## src/rtl/button_press_repeat_tracker_top_assert.svh

```systemverilog
// ---------------------------------------------------------------------------
// Assertion macros for the button press repeat tracker
// Clocked on clk, disabled while rst_n is low.
// ---------------------------------------------------------------------------
`ifndef BUTTON_PRESS_REPEAT_TRACKER_TOP_ASSERT_SVH
`define BUTTON_PRESS_REPEAT_TRACKER_TOP_ASSERT_SVH

// Same-cycle implication
`define BRT_ASSERT_NOW(lbl, ante, cons, msg) \
  lbl: assert property (@(posedge clk) disable iff (!rst_n) (ante) |-> (cons)) \
    else $error(msg);

// Next-cycle implication
`define BRT_ASSERT_NEXT(lbl, ante, cons, msg) \
  lbl: assert property (@(posedge clk) disable iff (!rst_n) (ante) |=> (cons)) \
    else $error(msg);

`endif

```

## src/rtl/brt_pkg.sv

```systemverilog
// ---------------------------------------------------------------------------
// brt_pkg
// Shared widths, constants and types of the button press repeat tracker.
// ---------------------------------------------------------------------------
package brt_pkg;

  // Frame sample width and per-button count width
  localparam int BTN_W   = 16;
  localparam int COUNT_W = 15;

  // Reset value of the repeat delay register
  localparam logic [COUNT_W-1:0] DELAY_RESET = 15'd20;

  // Per-button flags for one frame
  typedef struct packed {
    logic pressed;
    logic repeating;
    logic trigger;
  } brt_flags_t;

endpackage

```

## src/rtl/brt_if.sv

```systemverilog
// ---------------------------------------------------------------------------
// brt_in_if / brt_out_if
// Valid/ready channels carrying frame samples in and flag sets out.
// ---------------------------------------------------------------------------
interface brt_in_if import brt_pkg::*; ();
  logic             valid;
  logic             ready;
  logic [BTN_W-1:0] buttons;
  logic             hold_off;

  modport source (output valid, output buttons, output hold_off, input ready);
  modport sink   (input valid, input buttons, input hold_off, output ready);
endinterface

interface brt_out_if import brt_pkg::*; ();
  logic             valid;
  logic             ready;
  logic [BTN_W-1:0] held;
  logic [BTN_W-1:0] pressed;
  logic [BTN_W-1:0] repeating;
  logic [BTN_W-1:0] trigger;

  modport source (output valid, output held, output pressed, output repeating,
                  output trigger, input ready);
  modport sink   (input valid, input held, input pressed, input repeating,
                  input trigger, output ready);
endinterface

```

## src/rtl/brt_lane.sv

```systemverilog
// ---------------------------------------------------------------------------
// brt_lane
// One button: hold counter plus a phase counter that tracks the hold count
// modulo the repeat period, so the trigger test is a compare against zero.
// ---------------------------------------------------------------------------
module brt_lane import brt_pkg::*; #(
  parameter int REPEAT_PERIOD = 20,
  parameter int WRAP_LIMIT    = 32000
) (
  input  logic               clk,
  input  logic               rst_n,
  input  logic               upd,          // frame beat taken, not held off
  input  logic               down,         // button pressed in this frame
  input  logic [COUNT_W-1:0] repeat_delay,
  output brt_flags_t         flags
);

  localparam int PHASE_W = (REPEAT_PERIOD > 1) ? $clog2(REPEAT_PERIOD) : 1;

  logic [COUNT_W-1:0] count_r, count_nxt;
  logic [PHASE_W-1:0] phase_r, phase_nxt;

  // Flags come from the count before this frame's update
  assign flags.pressed   = down && (count_r == '0);
  assign flags.repeating = down && (count_r != '0) && (count_r > repeat_delay);
  assign flags.trigger   = down && (phase_r == '0);

  // Count and phase advance together; wrap sends the count back to one
  always_comb begin
    if (!down) begin
      count_nxt = '0;
      phase_nxt = '0;
    end else if (count_r < COUNT_W'(WRAP_LIMIT)) begin
      count_nxt = count_r + COUNT_W'(1);
      phase_nxt = (phase_r == PHASE_W'(REPEAT_PERIOD - 1)) ? '0
                                                           : phase_r + PHASE_W'(1);
    end else begin
      count_nxt = COUNT_W'(1);
      phase_nxt = PHASE_W'(1);
    end
  end

  always_ff @(posedge clk) begin
    if (!rst_n) begin
      count_r <= '0;
      phase_r <= '0;
    end else if (upd) begin
      count_r <= count_nxt;
      phase_r <= phase_nxt;
    end
  end

endmodule

```

## src/rtl/button_press_repeat_tracker_top.sv

```systemverilog
// ---------------------------------------------------------------------------
// button_press_repeat_tracker_top
// Per-frame press, autorepeat and trigger flags for a bank of buttons.
// ---------------------------------------------------------------------------
// One frame sample is taken every cycle unless out_ch.ready stalls the pipe.
// A sample lands in an input register; when it advances, the per-button
// counters update and the flags, computed from it, land in an output
// register. Throughput is one beat per cycle, stalled only by out_ch.ready.
// All buttons update in parallel; the repeat period test uses a per-button
// phase counter, so no divider is involved. Counters clear in the reset
// cycle itself, with no clearing pass. The user writes repeat_delay (cfg_we,
// cfg_data) only while no frame is in flight; the block does not enforce it.
module button_press_repeat_tracker_top import brt_pkg::*; #(
  parameter int BUTTON_COUNT  = 16,
  parameter int REPEAT_PERIOD = 20,
  parameter int WRAP_LIMIT    = 32000
) (
  input  logic               clk,
  input  logic               rst_n,
  brt_in_if.sink             in_ch,
  brt_out_if.source          out_ch,
  input  logic               cfg_we,
  input  logic [COUNT_W-1:0] cfg_data
);

  // Only the first BUTTON_COUNT sample bits, capped at BTN_W, get a lane
  localparam int LANES = (BUTTON_COUNT < BTN_W) ? BUTTON_COUNT : BTN_W;

  logic               s1_valid_r;
  logic [BTN_W-1:0]   s1_buttons_r;
  logic               s1_hold_off_r;
  logic               out_valid_r;
  logic [BTN_W-1:0]   out_held_r, out_pressed_r, out_repeating_r, out_trigger_r;
  logic [COUNT_W-1:0] repeat_delay_r;
  logic               advance;
  logic [BTN_W-1:0]   pressed_nxt, repeating_nxt, trigger_nxt;

  // Configuration register
  always_ff @(posedge clk) begin
    if (!rst_n) begin
      repeat_delay_r <= DELAY_RESET;
    end else if (cfg_we) begin
      repeat_delay_r <= cfg_data;
    end
  end

  // Pipeline control
  assign advance     = s1_valid_r && (!out_valid_r || out_ch.ready);
  assign in_ch.ready = !s1_valid_r || advance;

  // Input register
  always_ff @(posedge clk) begin
    if (!rst_n) begin
      s1_valid_r <= 1'b0;
    end else if (in_ch.ready) begin
      s1_valid_r <= in_ch.valid;
    end
  end

  always_ff @(posedge clk) begin
    if (in_ch.valid && in_ch.ready) begin
      s1_buttons_r  <= in_ch.buttons;
      s1_hold_off_r <= in_ch.hold_off;
    end
  end

  // Button lanes
  for (genvar i = 0; i < BTN_W; i++) begin : g_lane
    if (i < LANES) begin : g_on
      brt_flags_t flags;

      brt_lane #(
        .REPEAT_PERIOD (REPEAT_PERIOD),
        .WRAP_LIMIT    (WRAP_LIMIT)
      ) u_lane (
        .clk          (clk),
        .rst_n        (rst_n),
        .upd          (advance && !s1_hold_off_r),
        .down         (s1_buttons_r[i]),
        .repeat_delay (repeat_delay_r),
        .flags        (flags)
      );

      assign pressed_nxt[i]   = flags.pressed;
      assign repeating_nxt[i] = flags.repeating;
      assign trigger_nxt[i]   = flags.trigger;
    end else begin : g_off
      assign pressed_nxt[i]   = 1'b0;
      assign repeating_nxt[i] = 1'b0;
      assign trigger_nxt[i]   = 1'b0;
    end
  end

  // Output register
  always_ff @(posedge clk) begin
    if (!rst_n) begin
      out_valid_r <= 1'b0;
    end else if (advance) begin
      out_valid_r <= 1'b1;
    end else if (out_ch.ready) begin
      out_valid_r <= 1'b0;
    end
  end

  always_ff @(posedge clk) begin
    if (advance) begin
      if (s1_hold_off_r) begin
        out_held_r      <= '0;
        out_pressed_r   <= '0;
        out_repeating_r <= '0;
        out_trigger_r   <= '0;
      end else begin
        out_held_r      <= s1_buttons_r;
        out_pressed_r   <= pressed_nxt;
        out_repeating_r <= repeating_nxt;
        out_trigger_r   <= trigger_nxt;
      end
    end
  end

  assign out_ch.valid     = out_valid_r;
  assign out_ch.held      = out_held_r;
  assign out_ch.pressed   = out_pressed_r;
  assign out_ch.repeating = out_repeating_r;
  assign out_ch.trigger   = out_trigger_r;

  // Checks
`include "button_press_repeat_tracker_top_assert.svh"

  `BRT_ASSERT_NOW(a_pressed_is_held, out_valid_r,
    (out_pressed_r & ~out_held_r) == '0, "pressed bit without held bit")
  `BRT_ASSERT_NOW(a_pressed_not_repeating, out_valid_r,
    (out_pressed_r & out_repeating_r) == '0, "pressed and repeating together")
  `BRT_ASSERT_NOW(a_pressed_triggers, out_valid_r,
    (out_pressed_r & ~out_trigger_r) == '0, "new press without trigger")
  `BRT_ASSERT_NEXT(a_hold_off_zero, advance && s1_hold_off_r,
    out_valid_r && (out_held_r | out_pressed_r | out_repeating_r | out_trigger_r) == '0,
    "hold-off beat gave nonzero flags")

endmodule
```

## src/flat_wrapper.sv

```systemverilog
// flat-port wrapper written by rule: the top's interface ports become plain ports
module button_press_repeat_tracker_top_flat import brt_pkg::*;
#(
  parameter int BUTTON_COUNT  = 16,
  parameter int REPEAT_PERIOD = 20,
  parameter int WRAP_LIMIT    = 32000
)
  (clk, rst_n, cfg_we, cfg_data, in_ch_valid, in_ch_buttons, in_ch_hold_off, in_ch_ready, out_ch_valid, out_ch_held, out_ch_pressed, out_ch_repeating, out_ch_trigger, out_ch_ready);
  brt_in_if in_ch_i ();
  brt_out_if out_ch_i ();
  input  logic clk;
  input  logic rst_n;
  input  logic cfg_we;
  input  logic [COUNT_W-1:0] cfg_data;
  input wire logic [$bits(in_ch_i.valid)-1:0] in_ch_valid;
  input wire logic [$bits(in_ch_i.buttons)-1:0] in_ch_buttons;
  input wire logic [$bits(in_ch_i.hold_off)-1:0] in_ch_hold_off;
  output wire logic [$bits(in_ch_i.ready)-1:0] in_ch_ready;
  output wire logic [$bits(out_ch_i.valid)-1:0] out_ch_valid;
  output wire logic [$bits(out_ch_i.held)-1:0] out_ch_held;
  output wire logic [$bits(out_ch_i.pressed)-1:0] out_ch_pressed;
  output wire logic [$bits(out_ch_i.repeating)-1:0] out_ch_repeating;
  output wire logic [$bits(out_ch_i.trigger)-1:0] out_ch_trigger;
  input wire logic [$bits(out_ch_i.ready)-1:0] out_ch_ready;
  assign in_ch_i.valid = in_ch_valid;
  assign in_ch_i.buttons = in_ch_buttons;
  assign in_ch_i.hold_off = in_ch_hold_off;
  assign in_ch_ready = in_ch_i.ready;
  assign out_ch_valid = out_ch_i.valid;
  assign out_ch_held = out_ch_i.held;
  assign out_ch_pressed = out_ch_i.pressed;
  assign out_ch_repeating = out_ch_i.repeating;
  assign out_ch_trigger = out_ch_i.trigger;
  assign out_ch_i.ready = out_ch_ready;
  button_press_repeat_tracker_top #(.BUTTON_COUNT(BUTTON_COUNT), .REPEAT_PERIOD(REPEAT_PERIOD), .WRAP_LIMIT(WRAP_LIMIT)) u_core (.clk(clk), .rst_n(rst_n), .in_ch(in_ch_i), .out_ch(out_ch_i), .cfg_we(cfg_we), .cfg_data(cfg_data));
endmodule
```

## config.mk

```make
export PLATFORM = sky130hd
export DESIGN_NAME = button_press_repeat_tracker_top_flat
export DESIGN_NICKNAME = d
export VERILOG_FILES = /design/src/rtl/brt_pkg.sv /design/src/rtl/brt_if.sv /design/src/rtl/brt_lane.sv /design/src/rtl/button_press_repeat_tracker_top.sv /design/src/flat_wrapper.sv
export VERILOG_INCLUDE_DIRS = /design/src /design/src/rtl
export SDC_FILE = /design/constraint.sdc
export NUM_CORES = 1
export LEC_CHECK = 0
export ABC_CLOCK_PERIOD_IN_PS = 7900
export BUFFER_PORTS_ARGS = -buffer_cell sky130_fd_sc_hd__buf_4
export CAP_MARGIN = 20
export CORE_MARGIN = 2
export CORE_UTILIZATION = 60
export CTS_BUF_LIST = sky130_fd_sc_hd__clkbuf_4 sky130_fd_sc_hd__clkbuf_8
export DETAILED_ROUTE_END_ITERATION = 8
export PLACE_DENSITY = 0.78
export SLEW_MARGIN = 20
export SYNTH_ARGS = -nofsm -noshare
export SYNTH_HDL_FRONTEND = slang
export SYNTH_HIERARCHICAL = 1
export SYNTH_SLANG_ARGS = --single-unit
```

## constraint.sdc

```tcl
create_clock -name clk -period 7.9 [get_ports clk]
set_input_delay 0.395 -clock clk [delete_from_list [all_inputs] [get_ports clk]]
set_output_delay 0.395 -clock clk [all_outputs]
set_load 0.005 [all_outputs]
```

# == Yosys cells after proc, flatten, opt, wreduce, memory -nomap -nowiden ==
# Cells that the tools add are included.
# totals
romBits,0
mem_count,0
elab_cells,324
out_inout_bits,66
latch_bits,0
in_bits,37
ram_bits,0
reg_bits,418
# op_classes
reduce_logical,121
mul,0
n_bitwise,0
eq_ne,16
n_lt_le_gt_ge,32
n_mux,82
addsub,32
shifts,0
div_mod_pow,0
# op_table
operator,n
2-to-1 mux 15 bit,32
adder 15 x 1 -> 15 bit (second input constant),16
greater-than comparator 15 bit,16
logical NOT 15 bit,16
< comparator 15 bit (second input constant),16
2-to-1 mux 5 bit,48
nonzero test 15 bit,16
adder 5 x 1 -> 5 bit (second input constant),16
equality test 5 bit (second input constant),16
logical NOT 5 bit,16
logical AND 1 bit,67
logical NOT 1 bit,3
logical OR 1 bit,2
2-to-1 mux 1 bit,2
nonzero test 2 bit,1

# == Depth between registers and ports, before layout ==
# Gate-level depths: netlist (run 1).
# depth
ltp_word,5
mapped_depth,7
mapped_depth_nobuf,7

# == Cells and area by module ==
# The synthesis (run 1) kept the hierarchy.
# by_module_without_submodules
module,cells_each,seq_area_each_um2,area_per_inst_um2,n_inst
brt_lane at u_core.g_lane[0].g_on.u_lane ...,181,400.4,1451.4,15
button_press_repeat_tracker_top,210,2772.7,3535.9,1
brt_lane at u_core.g_lane[9].g_on.u_lane,180,400.4,1430.1,1

# == Least setup slack after synthesis (run 1) ==
# Ideal clock, no wire load.
# synth_path
path_kind,register -> register
from,"register u_core.out_valid_r, in the netlist u_core/out_ch.valid"
to,"register u_core.out_held_r[0], in the netlist u_core/out_ch.held[0], enable pin"
path_buffers,0
setup_slack_ns,4.070
stages_incl_launch_ff,3
arrival_time_ns,3.336
cell_sequence,dfxtp_1 > nor2b_1 > nor2b_1
# synth_via
elab_chain_len,3
# synth_rtl
element,line_no,rtl
start: declaration,button_press_repeat_tracker_top.sv:32,logic out_valid_r;
start signal: assignment,button_press_repeat_tracker_top.sv:97,out_valid_r <= 1'b0;
start signal: assignment,button_press_repeat_tracker_top.sv:99,out_valid_r <= 1'b1;
start signal: assignment,button_press_repeat_tracker_top.sv:101,out_valid_r <= 1'b0;
logical NOT 1 bit,button_press_repeat_tracker_top.sv:48,assign advance = s1_valid_r && (!out_valid_r || out_ch.ready);
logical OR 1 bit,button_press_repeat_tracker_top.sv:48,
logical AND 1 bit,button_press_repeat_tracker_top.sv:48,
via u_core.advance,button_press_repeat_tracker_top.sv:35,logic advance;
end signal: assignment,button_press_repeat_tracker_top.sv:113,out_held_r <= s1_buttons_r;
end: declaration,button_press_repeat_tracker_top.sv:33,"logic [BTN_W-1:0] out_held_r, out_pressed_r, out_repeating_r, out_trigger_r;"
# The timed path passes the listed nets, and every way through them passes these cells.
# A chain may end at the register's enable or synchronous reset.

# == Final worst setup path (run 1) ==
# layout_path
from,"register u_core.out_valid_r, in the netlist u_core/out_ch.valid"
to,register u_core.g_lane[14].g_on.u_lane.count_r[5]
# layout_via
elab_chain_len,4
# layout_rtl
element,line_no,rtl
logical NOT 1 bit,button_press_repeat_tracker_top.sv:48,
logical OR 1 bit,button_press_repeat_tracker_top.sv:48,
logical AND 1 bit,button_press_repeat_tracker_top.sv:48,
logical AND 1 bit,button_press_repeat_tracker_top.sv:78,".upd (advance && !s1_hold_off_r),"
end signal: assignment,brt_lane.sv:48,count_r <= count_nxt;
end: declaration,brt_lane.sv:20,"logic [COUNT_W-1:0] count_r, count_nxt;"
# Every way passes these cells.

==> key figures, run 1 <==
Logic synthesis
  – Post-synthesis async set-or-reset flop share: 0%
  – Yosys reg bits: 418
  – Yosys top cell by area: dfxtp_1
  – Mapped Avg Cell Area: 8.61 um2
  – Synth Warn #: 6
  – Share of the synthesized area in the top cell type: 25.2%
  – Post-synth EDFFs: 81
  – Post-Syn Instances: 3105
  – Syn Nets: 3446
  – Register area share after synthesis: 34.3%
  – Cell variety after synth: 48
  – Mapped Area: 26700 um2
  – Synth top area cells: dfxtp_1, ha_1, edfxtp_1
  – Post-synth top flop: dfxtp_1

Global route
  – Largest net degree at the start of global routing: 178
  – Initial antenna violation count: 0
  – GR Overflow Total: 0
  – Vias in the first global route: 23100
  – Global-route wire length before repair: 114000 um
  – GRT Total Usage: 29.6%

Worst setup path
  – Setup Crit Path Kind: flip-flop to flip-flop
  – CP Capture Type: flip-flop
  – Worst path required time: 8460 ps
  – Worst endpoint data arrival time: 3450 ps
  – Critical-path maximum fanout: 177
  – Crit start category: flip-flop

Place
  – Placer congestion estimate: 0.905
  – Post-DP HPWL: 46600 um
  – Number of port buffers: 102
  – Dpl ws: 5040 ps
  – Placed cell count: 3728

Power and ir drop
  – Total power: 4840 uW
  – Power Density: 164 nW/um2
  – VDD IR max: 127 uV
  – Leak: 0.0114 uW

STA
  – Period Utilization, post-route: 36.6%
  – Tmin final: 2890 ps
  – Final setup margin: 5010 ps
  – Final setup viols: 0
  – Worst slew pin tran: 919 ps
  – Fin Setup TNS: 0 ps
  – Max Fclk: 346 MHz
  – Slew Limit Fails: 0
  – RSZ-0062 raised after global routing: no
  – Hold Fails Final Rpt: 0
  – Slew HR: 38.7%
  – Hold WS: 42.3 ps
  – Max Clock Skew: 28.4 ps

Detailed routing
  – Initial DRC Count: 1848
  – Via density: 6.07
  – Routed WL: 68900 um
  – DR vias: 23600
  – DRC Markers: 0
  – First-pass iteration count of the detailed router: 6
  – Wire per inst: 17.7 um
  – Post-DRT Antenna Nets: 0

CTS
  – Clock root buffer: clkbuf_8
  – Post-CTS Resized: 0
  – Clock tree sinks: 418
  – Clk pin slew, worst setup/hold paths: 60 ps
  – Latest clock arrival within the worst-skew pair: 660 ps
  – CTS Buffer Depth: 3
  – H-tree depth: 3
  – Count of hold buffers inserted by post-cts repair: 29
  – Postcts setup bufs: 0
  – CTS Buf Count: 75
  – CTS tree: built

Layout
  – Most frequent cells in the layout: dfxtp_1, inv_1, nor2_1, ha_1, nand2_1
  – Nets: 3584
  – Share of cells above drive strength 1: 9.23%
  – Finished Layout Cells: 3895
  – Commonest non-fill, non-tap cell in the layout: dfxtp_1
  – Area added between synthesis and finish: 10.3%
  – N_diodes: 0

Floorplanning
  – Initial Util: 60.6%
  – Die Ht: 215 um
  – Core Rows: 77
  – CORE AREA: 44100 um2
  – IO Pins: 103
  – Die Span X: 215 um
  – Full die area: 46300 um2

Min path
  – Worst Hold Class: input pin to flip-flop

Status
  – Status: finished, final reports clean

Flow run
  – Max-Cap Viols: 0
-- metrics by stage --
stage | area, um2 | util [%]
after global placement | 27500 | 62.4
after floorplan | 26700 | -
after detailed placement | 27600 | 62.5
after global routing | 29500 | 66.9
after CTS | 29500 | 66.8
final | 29500 | 66.9
-- report_power, final --
group / switching, uW / internal (uW)
clock: 908 / 1270
sequential: 41.9 / 2210
combinational: 253 / 151
-- synthesized netlist by cell type (31+ instances only) --
master	number
o21ai_0	156
a31oi_1	63
o22ai_1	32
nand3_1	95
xor2_1	96
dfxtp_1	337
nor3_1	32
o21ai_1	32
a211oi_1	32
nand2_1	197
inv_1	335
nand4_1	145
ha_1	304
buf_6	31
o31ai_1	32
nor4b_1	32
and4_1	48
buf_2	38
nand4b_1	32
nor2b_1	111
edfxtp_1	81
and2_1	49
nor4_1	65
nor2_1	317
a21oi_1	144
xnor2_1	64
-- critical path: stages (launching register included) --
cell	delay, ps
dfxtp_1	310
nor2b_1	240
nor3b_2	270
buf_12	600
and4_1	480
nand2_1	110
or4b_1	500
a31oi_1	180
-- routing by layer --
metal	global-route usage, %	routed length, um	vias to the layer above
met3	5.01	4680	227
met2	50.3	32800	861
met1	36.6	28600	11200
met5	0	0	-
li1	-	-	11400
met4	14.2	2830	0
-- cells by family (layout without fill, tap and decap cells) --
family                   count (synthesis)  count (layout)  share of synthesized area (%)
buffers and inverters                  426             624                           8.03
XOR/XNOR                               160             160                           5.24
AND/OR/NAND/NOR                       1237            1237                           25.7
AO/OA/AOI/OAI                          545             545                           11.9
multiplexers                            15              15                          0.562
adder cells (fa/ha/maj)                304             304                           14.2
flip-flops                             418             418                           34.3
-- final timing paths --
| path | start | to | slack, ps | cells past startpoint |
|---|---|---|---|---|
| setup / recovery | u_core/out_ch.valid$_SDFFE_PN0P_ | u_core/g_lane[14].g_on.u_lane/count_r[5]$_SDFFE_PN0P_ | 5010 | 7 |
| hold / removal | cfg_data[11] | u_core/repeat_delay_r[11]$_SDFFE_PN0P_ | 40 | 3 |
| setup reg to reg | u_core/out_ch.valid$_SDFFE_PN0P_ | u_core/g_lane[14].g_on.u_lane/count_r[5]$_SDFFE_PN0P_ | 5010 | 7 |
| hold reg to reg | u_core/g_lane[11].g_on.u_lane/count_r[13]$_SDFFE_PN0P_ | u_core/g_lane[11].g_on.u_lane/count_r[13]$_SDFFE_PN0P_ | 530 | 2 |
-- state kept, by name, summed over array words and instances, names as in the netlist, 15 cells and up --
name	flops
u_core/s1_buttons_r	16
u_core/g_lane.g_on.u_lane/count_r	240
u_core/out_ch.pressed	16
u_core/out_ch.trigger	16
u_core/g_lane.g_on.u_lane/phase_r	80
u_core/repeat_delay_r	15
u_core/out_ch.repeating	16
u_core/out_ch.held	16
-- final cells by class --
class                   instances  area [um2]
clock buffers                 117        1460
flip-flops and latches        418        9180
repair buffers                151        1250
inverters                     336        1260
multi-input cells            2261       15400
well taps                     592         741
clock inverters                20         169
fillers                      3595       14600
No activity file was read; power rests on OpenSTA's default activity.
==> inputs of run 2 (changes only) <==
Settings changed: ABC_CLOCK_PERIOD_IN_PS 7900 to 2350, CORE_UTILIZATION 60 to 59, PLACE_DENSITY 0.78 to 0.8.
Clock period 7.9 ns to 2.35 ns, I/O delays scaled along.
==> run 2 against run 1 <==
  * Worst hold slack better by 19 ps
  * Critical path depth is 1 higher
  * Sequential share of layout area is 0.99 points lower
  * Setup slack worse by 4900 ps
  * Total power grew to 3.4 times the previous value
  * Final cell count is 2.4% higher
  * Non-clock buffer count is 97 higher
  * First-iteration DRC count is 23% higher
==> key figures, run 2 (synthesized netlist as in run 1, its figures left out) <==
Min path
  – Worst Hold Path EP: u_core/repeat_delay_r[2]$_SDFFE_PN1P_
  – Hold path startpoint: rst_n
  – Worst Hold Class: input pin to flip-flop
  – Hold depth: 3 (unchanged)

Place
  – Placed cell area: 28200 um2 (+2.3%)
  – Dpl ws: 69.9 ps (-4970 ps)
  – Post-DP HPWL: 48800 um (+4.7%)
  – Placer congestion estimate: 0.922 (+1.9%)
  – Placed cell count: 3796 (+1.8%)
  – Number of port buffers: 102 (unchanged)

Detailed routing
  – Wire per inst: 18.0 um (+1.8%)
  – First-pass iteration count of the detailed router: 9 (+3)
  – Routed WL: 71800 um (+4.2%)
  – Via density: 6.09 (+0.35%)
  – DRC Markers: 0 (unchanged)
  – DR vias: 24300 (+2.8%)
  – Initial DRC Count: 2277 (+23%)
  – Post-DRT Antenna Nets: 0 (unchanged)

Flow run
  – Max-Cap Viols: 0 (unchanged)

Layout
  – Finished Layout Cells: 3990 (+2.4%)
  – Nets: 3680 (+2.7%)
  – Largest registers: u_core/g_lane.g_on.u_lane/count_r (240), u_core/g_lane.g_on.u_lane/phase_r (80)
  – Most frequent cells in the layout: dfxtp_1, inv_1, nor2_1, ha_1, nand2_1
  – Most flops, register: u_core/g_lane.g_on.u_lane/count_r
  – Commonest non-fill, non-tap cell in the layout: dfxtp_1
  – Cell area after layout: 30500 um2 (+3.3%)
  – N_diodes: 0 (unchanged)
  – Area added between synthesis and finish: 13.9%
  – Share of cells above drive strength 1: 11.8% (+2.6 points)
  – Max reg flops: 240 (unchanged)

Power and ir drop
  – VDD IR max: 563 uV (+340%)
  – Power Density: 535 nW/um2 (+230%)
  – Leak: 0.0119 uW (+4.4%)
  – Total power: 16300 uW (+240%)

Floorplanning
  – CORE AREA: 44500 um2 (+0.87%)
  – Initial Util: 60.1% (-0.52 points)
  – IO Pins: 103 (unchanged)
  – Die Span X: 217 um (+0.83%)
  – Die Ht: 217 um (+0.83%)
  – Core Rows: 77 (unchanged)
  – Full die area: 47000 um2 (+1.7%)

Global route
  – Initial antenna violation count: 0 (unchanged)
  – Global-route wire length before repair: 116000 um (+1.8%)
  – GR Overflow Total: 0 (unchanged)
  – Vias in the first global route: 23700 (+2.3%)
  – Largest net degree at the start of global routing: 115 (-35%)
  – GRT Total Usage: 29.9% (+0.25 points)

CTS
  – CTS tree: built
  – CTS Buf Count: 74 (-1.3%)
  – Latest clock arrival within the worst-skew pair: 660 ps (about the same)
  – Clk pin slew, worst setup/hold paths: 60 ps (about the same)
  – H-tree depth: 3 (unchanged)
  – Clock tree sinks: 418 (unchanged)
  – CTS Buffer Depth: 3 (unchanged)
  – Clock root buffer: clkbuf_8

Status
  – Status: finished, final reports clean

STA
  – Max Fclk: 447 MHz (+29%)
  – Period Utilization, post-route: 95.2% (+59 points)
  – Slew HR: 31.2% (-7.6 points)
  – Hold Fails Final Rpt: 0 (unchanged)
  – Slew Limit Fails: 0 (unchanged)
  – Worst slew pin tran: 1030 ps (+113 ps)
  – Final setup margin: 112 ps (-4900 ps)
  – Max Clock Skew: 36.0 ps (+7.58 ps)
  – Final setup viols: 0 (unchanged)
  – Tmin final: 2240 ps (-653 ps)
  – RSZ-0062 raised after global routing: yes
  – Hold WS: 61.7 ps (+19.4 ps)

Worst setup path
  – Crit start category: flip-flop
  – Setup Crit Path Kind: flip-flop to flip-flop
  – CP Capture Type: flip-flop
  – R2R Path End: u_core/g_lane[5].g_on.u_lane/count_r[13]$_SDFFE_PN0P_
  – Worst reg2reg path startpoint: u_core/out_ch.valid$_SDFFE_PN0P_
  – Worst reg2reg path depth: 8 (+1)
  – Worst path required time: 2910 ps (-5550 ps)
  – Worst endpoint data arrival time: 2800 ps (-650 ps)
  – Setup slack, reg-to-reg: 110 ps (-4900 ps)
  – Critical-path maximum fanout: 17 (-90%)
==> run 2: changes by cell type in the layout (fill, tap and decap cells not counted), sizes merged <==
cell,previous run,this run
dlygate4sd3,29,51
clkinvlp,1,3
buf,122,196
bufinv,3,1
clkinv,17,5
clkbuf,117,128
==> run 2: how the worst max path moves through the flow <==
stage / from / endpoint / slack, ps / cells after the start
floorplan: u_core/s1_hold_off_r$_DFFE_PP_ / u_core/g_lane[9].g_on.u_lane/count_r[13]$_SDFFE_PN0P_ / 40 / 7
global placement: u_core/out_ch.valid$_SDFFE_PN0P_ / u_core/g_lane[5].g_on.u_lane/count_r[13]$_SDFFE_PN0P_ / 180 / 7
detailed placement: u_core/out_ch.valid$_SDFFE_PN0P_ / u_core/g_lane[4].g_on.u_lane/count_r[8]$_SDFFE_PN0P_ / 70 / 8
CTS: u_core/out_ch.valid$_SDFFE_PN0P_ / u_core/g_lane[3].g_on.u_lane/count_r[12]$_SDFFE_PN0P_ / 30 / 8
global route: u_core/out_ch.valid$_SDFFE_PN0P_ / u_core/g_lane[2].g_on.u_lane/count_r[10]$_SDFFE_PN0P_ / -20 / 9
finish: u_core/out_ch.valid$_SDFFE_PN0P_ / u_core/g_lane[5].g_on.u_lane/count_r[13]$_SDFFE_PN0P_ / 110 / 8
==> run 2: critical path, stage by stage (launching register included) <==
cell	delay (ps)
dfxtp_1	310
nor2b_1	170
nor3b_4	230
buf_4	170
buf_12	180
and4_2	330
nand3_4	100
or4_1	480
a21oi_1	150
==> run 2: report_power, final <==
group	total, uW	internal (uW)	switching [uW]
logic	1540	614	923
registers	7540	7430	107
clock network	7230	4150	3080
==> run 2: layout make-up <==
type	instances	area (um2)
fill	3460	14100
sequential	418	9180
tap	592	741
clock inverter	8	72.6
timing repair buffer	248	2150
multi-input combinational	2261	15500
inverter	336	1260
clock buffer	127	1520
==> run 2: routing by layer <==
layer  part of all wire [%]  routed length [um]  track usage (%)  vias to the layer above
met5                      0                   0                0                        -
met4                    4.1                2930             15.1                        0
met3                    7.9                5670             5.62                      236
met2                     46               33400             48.8                      957
met1                     42               29900             37.8                    11500
li1                       -                   -                -                    11600
==> run 2: metrics by stage <==
stage          TNS, ps  utilization (%)
6_report             0             68.4
5_1_grt           -101             68.4
4_1_cts              0             68.0
3_5_place_dp         0             63.3
3_3_place_gp         0             63.3
2_1_floorplan        0                -
==> run 2: what timing repair did <==
item | 4_1_cts | 5_1_grt
gates resized for setup | 0 | 24
endpoints found under the hold margin | 38 | 0
hold buffers | 51 | 0
endpoints found under the setup margin | 0 | 31
buffers inserted | 0 | 7
